### src/assert_macros.svh
// Assertion macros shared by the RTL of the activation square accumulator.
`ifndef ASSERT_MACROS_SVH
`define ASSERT_MACROS_SVH

// Same-cycle implication, disabled while reset is asserted.
`define ASA_ASSERT_IMPL(lbl, clk, rst_n, ante, cons) \
  lbl: assert property (@(posedge clk) disable iff (!rst_n) (ante) |-> (cons)) \
    else $error("assertion failed");

// Next-cycle implication, disabled while reset is asserted.
`define ASA_ASSERT_NEXT(lbl, clk, rst_n, ante, cons) \
  lbl: assert property (@(posedge clk) disable iff (!rst_n) (ante) |=> (cons)) \
    else $error("assertion failed");

`endif

### src/asa_pkg.sv
// Types, constants and codes of the activation square accumulator.
`timescale 1ns / 1ps
package asa_pkg;

  localparam int MAX_COLUMNS = 1024;
  localparam int MAX_EXPERTS = 8;
  localparam int COL_W       = $clog2(MAX_COLUMNS);
  localparam int EXP_W       = $clog2(MAX_EXPERTS);
  localparam int IDX_W       = COL_W + EXP_W;
  localparam int ENTRIES     = MAX_COLUMNS * MAX_EXPERTS;

  localparam int SUM_W    = 48;
  localparam int CNT_W    = 32;
  localparam int CALL_W   = 16;
  localparam int SQ_W     = 32;
  localparam int PROD_W   = SUM_W + CALL_W;
  localparam int CFG_W    = 11;
  localparam int CFGCOL_W = 11;
  localparam int CFGEXP_W = 4;

  typedef enum logic [1:0] {
    CMD_ACC  = 2'd0,
    CMD_END  = 2'd1,
    CMD_READ = 2'd2,
    CMD_NOP  = 2'd3
  } cmd_t;

  typedef enum logic [2:0] {
    STATUS_OK       = 3'd0,
    STATUS_OVERFLOW = 3'd1,
    STATUS_RANGE    = 3'd2,
    STATUS_NODATA   = 3'd3,
    STATUS_HALTED   = 3'd4
  } status_t;

  typedef enum logic {
    CFG_COLUMNS = 1'b0,
    CFG_EXPERTS = 1'b1
  } cfg_idx_t;

  typedef enum logic [1:0] {
    ST_CLEAR,
    ST_RUN,
    ST_DIVIDE,
    ST_DONE
  } asa_state_t;

  typedef struct packed {
    logic [SUM_W-1:0] sum;
    logic [CNT_W-1:0] count;
  } entry_t;

  localparam int ENTRY_W = $bits(entry_t);

endpackage

### src/asa_div.sv
// Restoring radix-2 divider, one quotient bit per cycle.
`timescale 1ns / 1ps
module asa_div import asa_pkg::*; (
  input  logic              clk,
  input  logic              rst_n,
  input  logic              start,
  input  logic [PROD_W-1:0] dividend,
  input  logic [CNT_W-1:0]  divisor,
  output logic              done,
  output logic [PROD_W-1:0] quotient
);

  localparam int STEP_W = $clog2(PROD_W);

  logic              busy_r;
  logic              done_r;
  logic [STEP_W-1:0] step_r;
  logic [CNT_W-1:0]  rem_r;
  logic [PROD_W-1:0] quo_r;
  logic [CNT_W-1:0]  dvs_r;
  logic [CNT_W:0]    rem_sh;
  logic [CNT_W:0]    diff;
  logic              take;

  always_comb begin
    rem_sh = {rem_r, quo_r[PROD_W-1]};
    diff   = rem_sh - {1'b0, dvs_r};
    take   = (rem_sh >= {1'b0, dvs_r});
  end

  always_ff @(posedge clk) begin
    if (!rst_n) begin
      busy_r <= 1'b0;
      done_r <= 1'b0;
    end else begin
      done_r <= busy_r && (step_r == '0);
      if (start) begin
        busy_r <= 1'b1;
      end else if (busy_r && (step_r == '0)) begin
        busy_r <= 1'b0;
      end
    end
  end

  always_ff @(posedge clk) begin
    if (start) begin
      rem_r  <= '0;
      quo_r  <= dividend;
      dvs_r  <= divisor;
      step_r <= '1;
    end else if (busy_r) begin
      rem_r  <= take ? diff[CNT_W-1:0] : rem_sh[CNT_W-1:0];
      quo_r  <= {quo_r[PROD_W-2:0], take};
      step_r <= step_r - 1'b1;
    end
  end

  assign done     = done_r;
  assign quotient = quo_r;

endmodule

### config.mk
export PLATFORM = sky130hd
export DESIGN_NAME = asa_div
export DESIGN_NICKNAME = d
export VERILOG_FILES = /design/src/assert_macros.svh /design/src/asa_pkg.sv /design/src/asa_div.sv
export SDC_FILE = /design/constraint.sdc
export NUM_CORES = 1
export LEC_CHECK = 0
export ABC_CLOCK_PERIOD_IN_PS = 7300
export BUFFER_PORTS_ARGS = -buffer_cell sky130_fd_sc_hd__buf_4
export CORE_UTILIZATION = 38
export CTS_CLUSTER_DIAMETER = 80
export DETAILED_ROUTE_END_ITERATION = 8
export PLACE_DENSITY = 0.6
export REMOVE_ABC_BUFFERS = 1
export SLEW_MARGIN = 20
export SYNTH_ARGS = -nofsm -noshare
export SYNTH_HDL_FRONTEND = slang
export SYNTH_SLANG_ARGS = --single-unit
export TNS_END_PERCENT = 50
### constraint.sdc
create_clock -name clk -period 7.3 [get_ports clk]
set_input_delay 0.73 -clock clk [delete_from_list [all_inputs] [get_ports clk]]
set_output_delay 0.73 -clock clk [all_outputs]
set_load 0.05 [all_outputs]
# [Word level (Yosys, flattened, before mapping)]
# Cells that the tools add are included.
# W data, S select, Z words.
[op_classes] order_cmp=1 n_addsub=2 n_mux=5 reduce_logical=4
[ops] cell="$mux W64" n=2
[ops] cell="$ge A33 B32 Y1" n=1
[ops] cell="$mux W32" n=1
[ops] cell="$sub A32 B32 Y32" n=1
[ops] cell="$logic_not A6 Y1" n=1
[ops] cell="$sub A6 B1 Y6 const B" n=1
[ops] cell="$reduce_bool A2 Y1" n=2
[ops] cell="$mux W1" n=2
[ops] cell="$logic_and A1 B1 Y1" n=1
[word_totals] out_inout_bits=65 register_bits=136 input_bits=99

# [Logic depth before layout (Yosys ltp)]
[depth] ltp_word=4 ltp_mapped=13 ltp_nobuf=11

# [Least setup slack after synthesis]
# OpenSTA, ideal clock, no wires.
[synth_path] kind="register to register" startpoint="reg quo_r[63] (netlist: quotient[63])" endpoint="reg rem_r[30]" stages_incl_launch_ff=12 period_less_slack_ns=3.174 path_buffers=0 t_arrival_ns=3.056 setup_time_ns=0.118 path_slack_ns=4.126 path_cell_list="edfxtp_1 -> inv_1 -> ha_1 -> fa_1 -> nand2b_1 -> a21oi_1 -> o2bb2ai_1 -> o41ai_1 -> a21oi_1 -> o41ai_1 -> xnor2_1 -> o21ai_1"
[synth_between] elab_chain_len=2 elab_cells_between_ends=3
[synth_rtl] element="from (decl)" line_no="asa_div.sv:19" rtl="logic [PROD_W-1:0] quo_r;"
[synth_rtl] element="from (signal assigned)" line_no="asa_div.sv:48" rtl="quo_r <= dividend;"
[synth_rtl] element="from (signal assigned)" line_no="asa_div.sv:53" rtl="quo_r <= {quo_r[PROD_W-2:0], take};"
[synth_rtl] element="$sub A32 B32 Y32 or $ge A33 B32 Y1 (tied branches)" line_no="asa_div.sv:27, asa_div.sv:28"
[synth_rtl] element="$mux W32 (*)" line_no="asa_div.sv:52" rtl="rem_r <= take ? diff[CNT_W-1:0] : rem_sh[CNT_W-1:0];"
[synth_rtl] element="to (signal assigned)" line_no="asa_div.sv:52"
[synth_rtl] element="to (decl)" line_no="asa_div.sv:18" rtl="logic [CNT_W-1:0] rem_r;"
# Mark *: on every way between the ends. The rest lies on a longest branch, timed or not.
# A chain may end at the register's enable or synchronous reset.

# [Worst setup path in the final report]
# Same ends and word-level chain as after synthesis.

==> results.txt <==
The run finished with clean final reports. The number of buffers and inverters on the critical path came out at 1. The number of diodes added for antenna fixing came out at 0. Setup repair after global routing left no endpoint under its margin.

After detailed routing, the number of vias per cell comes to approximately 5.2. The TritonCTS clock tree is done. The flop and latch count out of synthesis came out at ~140.

In this run the most critical hold path is launched from divisor[22]. The slowest stage of the critical path belongs to the cell sky130_fd_sc_hd__o41ai_1. The number of DRC violations after detailed routing came out at 0. The number of rows created at floorplan came out at 50. The worst slack after detailed placement is just under 4 ns. Across every metal layer, demand over resource in global routing totals 0.185. The first detailed-routing pass ran for 5 iterations. The distinct cell type count after synthesis came out at 67. The number of endpoints failing setup at the final stage came out at 0. The die extent in x came out at 140 um. The worst slew slack as a fraction of its limit is 0.270.

Clock-pin slew was measured on the worst setup and hold paths at about 0.060 ns. The number of hold-repair buffers added at the cts stage came out at 0. The ratio of final minimum period to clock period came out at 0.457. Along the worst hold path, the cell count comes to 1. For this run, the number of Yosys warnings is 0.

The shortest period the worst path allows came out at around 3.3 ns. After synthesis, the share of flip-flops with an asynchronous set or reset is 0. The proportion of netlist area held by the largest area contributor is 0.398. The number of maximum-capacitance violations is 0. Across all register-to-register paths, the minimum setup slack is 3.96 ns. For the pin with the worst max-slew slack, the measured transition is roughly 1.1 ns.

The data arrival at the endpoint of the critical path came out at 3.65 ns. Summed over all instances, the cell type with the most area after synthesis is sky130_fd_sc_hd__edfxtp_1. The highest clock rate came out at about 300 MHz. The total power divided by cell area is around 250 nW/um^2.

Measured in cells, the most critical reg-to-reg path has a length of 11. The starting utilization of the core area came out at 0.388. The fraction of the yosys area taken by sequential cells is 0.508. Traced cell by cell, the critical path runs through inv_1, ha_1, fa_1, nand2b_1, a21oi_1, o2bb2ai_1, o41ai_1, a21oi_1, o41ai_1, xnor2_1, o21ai_1. The type of the worst min-delay path is input pin to flip-flop. The netlist area before placement is approximately 7300 um^2. The accumulated negative setup slack came out at 0 ns. The worst setup path is of the flip-flop to flip-flop kind. The commonest register cell after synthesis is sky130_fd_sc_hd__edfxtp_1. The total placed cells including tap cells is 1009. The clock latency on the worst-skew pair came out at around 0.42 ns. Clock tree synthesis selected as its root buffer the cell sky130_fd_sc_hd__clkbuf_16. The violation count after the first detailed-route iteration is ~320. The worst register-to-register path begins at quotient[63]$_DFFE_PP_. The biggest fanout along the worst timing path came out at 4. The vias after detailed routing is approximately 5500.

The number of enable-type register cells in the synthesized netlist came out at 96. The number of levels in the clock H-tree came out at 4. The placer's final routability congestion estimate came out at about 0.90.

The count of instances resized after the clock tree is built came out at 0. Setup slack on the critical path of the routed design comes to about 4 ns. Across the VDD grid, the largest voltage drop is 0.145 mV. The number of post-CTS setup repair buffers came out at 0. The final instance count without filler cells came out at roughly 1000.

In the final layout, the share of cells above drive strength 1 is 0.343. In the post-synthesis netlist, the cell with the most instances is sky130_fd_sc_hd__edfxtp_1. The average size of a mapped cell came out at roughly 11 um^2.

The number of failing hold endpoints at the final stage came out at 0. The synthesized instance count is roughly 640. Counting the buffers created by CTS gives 17. The number of antenna violations at the first check in global routing is 0.

The number of buffers added on ports is 163. The type of element launching the critical path is a flip-flop. The reported leakage power came out at about 3.8 nW.

The maximum number of buffers from clock root to sink is 2. The worst clock skew on the final layout is between 0.01 and 0.015 ns. The core region is between 15000 and 20000 um^2.

For the worst setup path, the data required time is around 7.6 ns. The number of global-route vias before repair is approximately 5700. The remaining antenna violation count after routing is 0.

The area enclosed by the die boundary is roughly 20000 um^2. The number of top-level pins came out at ~160. In the post-synthesis netlist, the biggest area contributors are sky130_fd_sc_hd__edfxtp_1 (40%), sky130_fd_sc_hd__dfxtp_1 (11%), sky130_fd_sc_hd__mux2_2 (9.9%), sky130_fd_sc_hd__ha_1 (5.7%), sky130_fd_sc_hd__nand2_1 (2.7%). The final design utilization is 0.495. The max-slew violation count came out at 0. The post-layout net count is between 900 and 1000. The routed wire length per instance came out at 16.7 um.

The maximum number of pins on one net before global-route repair is 57. For hold timing, the worst endpoint is dvs_r[22]$_DFFE_PP_. The first-pass GRT wire length came out at roughly 29000 um. The worst register-to-register path ends at rem_r[30]$_SDFFE_PP0P_. Broken down by cell family, the worst path's largest delay share belongs to compound AO/OA/AOI/OAI gates. After detailed routing, the total wire length is approximately 17000 um. The total overflow reported by the global router came out at 0. The detailed placer's ending HPWL is 12300 um. The sink count of the clock tree is 136. The worst setup path is captured at a flip-flop. By count the netlist is led by sky130_fd_sc_hd__edfxtp_1 (96), sky130_fd_sc_hd__mux2_2 (64), sky130_fd_sc_hd__nand2_1 (52), sky130_fd_sc_hd__inv_1 (42), sky130_fd_sc_hd__dfxtp_1 (40). The die is 140 um tall. The largest stage delay on the critical path came out at between 0.6 and 0.7 ns. The area growth from synthesis to final layout is 27.6%.
## cell type report
class / count / area [um^2]
Timing Repair Buffer: 168 / 1260
Tap cell: 234 / 293
Clock inverter: 13 / 145
Clock buffer: 19 / 433
Fill cell: 1716 / 9450
Inverter: 42 / 158
Multi-Input combinational cell: 429 / 3280
Sequential cell: 136 / 3680
## logic make-up (layout without fill, tap and decap cells)
| logic type | after synthesis | after routing | share of synthesized area |
|---|---|---|---|
| multiplexers | 77 | 77 | 0.118 |
| adder cells (fa/ha/maj) | 34 | 34 | 0.0597 |
| AND/OR/NAND/NOR | 146 | 146 | 0.102 |
| buffers and inverters | 70 | 242 | 0.0402 |
| XOR/XNOR | 31 | 31 | 0.0374 |
| flip-flops | 136 | 136 | 0.508 |
| AO/OA/AOI/OAI | 141 | 141 | 0.135 |
## cell usage in the layout, fill, tap and decap left out, types with 4 or more instances in the layout
cell	count
sky130_fd_sc_hd__inv_1	41
sky130_fd_sc_hd__nand2_1	52
sky130_fd_sc_hd__o21bai_1	4
sky130_fd_sc_hd__o21a_1	5
sky130_fd_sc_hd__buf_4	168
sky130_fd_sc_hd__dfxtp_1	40
sky130_fd_sc_hd__o21ai_0	26
sky130_fd_sc_hd__nand2b_1	10
sky130_fd_sc_hd__a311oi_1	5
sky130_fd_sc_hd__nand3_1	4
sky130_fd_sc_hd__inv_6	5
sky130_fd_sc_hd__a31o_2	4
sky130_fd_sc_hd__a211oi_1	18
sky130_fd_sc_hd__mux2_2	64
sky130_fd_sc_hd__a21o_1	7
sky130_fd_sc_hd__xnor2_1	20
sky130_fd_sc_hd__clkbuf_16	17
sky130_fd_sc_hd__a21oi_1	33
sky130_fd_sc_hd__a31oi_1	4
sky130_fd_sc_hd__o211ai_1	8
sky130_fd_sc_hd__o22ai_1	4
sky130_fd_sc_hd__and3_1	6
sky130_fd_sc_hd__nand4_1	7
sky130_fd_sc_hd__mux2i_1	12
sky130_fd_sc_hd__xor2_1	11
sky130_fd_sc_hd__nor3_1	4
sky130_fd_sc_hd__ha_1	33
sky130_fd_sc_hd__nor2_1	37
sky130_fd_sc_hd__edfxtp_1	96
## state kept, by name, summed over array words and instances, names as in the netlist
name      count
busy_r        1
quotient     64
rem_r        32
dvs_r        32
step_r        6
done          1
## worst reg2reg max path, delay by kind of cell (launching register included)
kind | cells | cell delay, ns
compound gates | 6 | 1.86
xor+xnor | 1 | 0.17
fa+ha+maj | 2 | 0.61
buf+inv | 1 | 0.07
flops | 1 | 0.35
simple gates | 1 | 0.19
## stage by stage
stage / hold slack (ns) / power (W) / area [um^2]
2_1_floorplan: 0.445 / 0.00132 / 7120
3_3_place_gp: 0.458 / 0.00149 / 8670
3_5_place_dp: 0.479 / 0.00150 / 8670
4_1_cts: 0.463 / 0.00237 / 9250
5_1_grt: 0.458 / 0.00245 / 9250
6_report: 0.483 / 0.00234 / 9250
## worst max path at each step
stage	startpoint	end	depth (start not counted)
CTS	quotient[63]$_DFFE_PP_	rem_r[30]$_SDFFE_PP0P_	11
global placement	quotient[63]$_DFFE_PP_	rem_r[30]$_SDFFE_PP0P_	11
global route	quotient[63]$_DFFE_PP_	rem_r[30]$_SDFFE_PP0P_	11
floorplan	busy_r$_SDFFE_PN0P_	rem_r[27]$_SDFFE_PP0P_	4
finish	quotient[63]$_DFFE_PP_	rem_r[30]$_SDFFE_PP0P_	11
detailed placement	quotient[63]$_DFFE_PP_	rem_r[30]$_SDFFE_PP0P_	11
## power breakdown
group	switching [W]	total, W	internal, W
registers	0.0000374	0.000943	0.000906
logic	0.000334	0.000544	0.000210
clock network	0.000350	0.000857	0.000507
## routing by layer
layer	vias up	part of all wire	global-route usage
li1	2679	-	-
met1	2601	0.44	0.223
met2	169	0.48	0.306
met3	14	0.075	0.0704
met4	0	0.011	0.0538
met5	-	0	0
(Power assumes the default switching activity.)
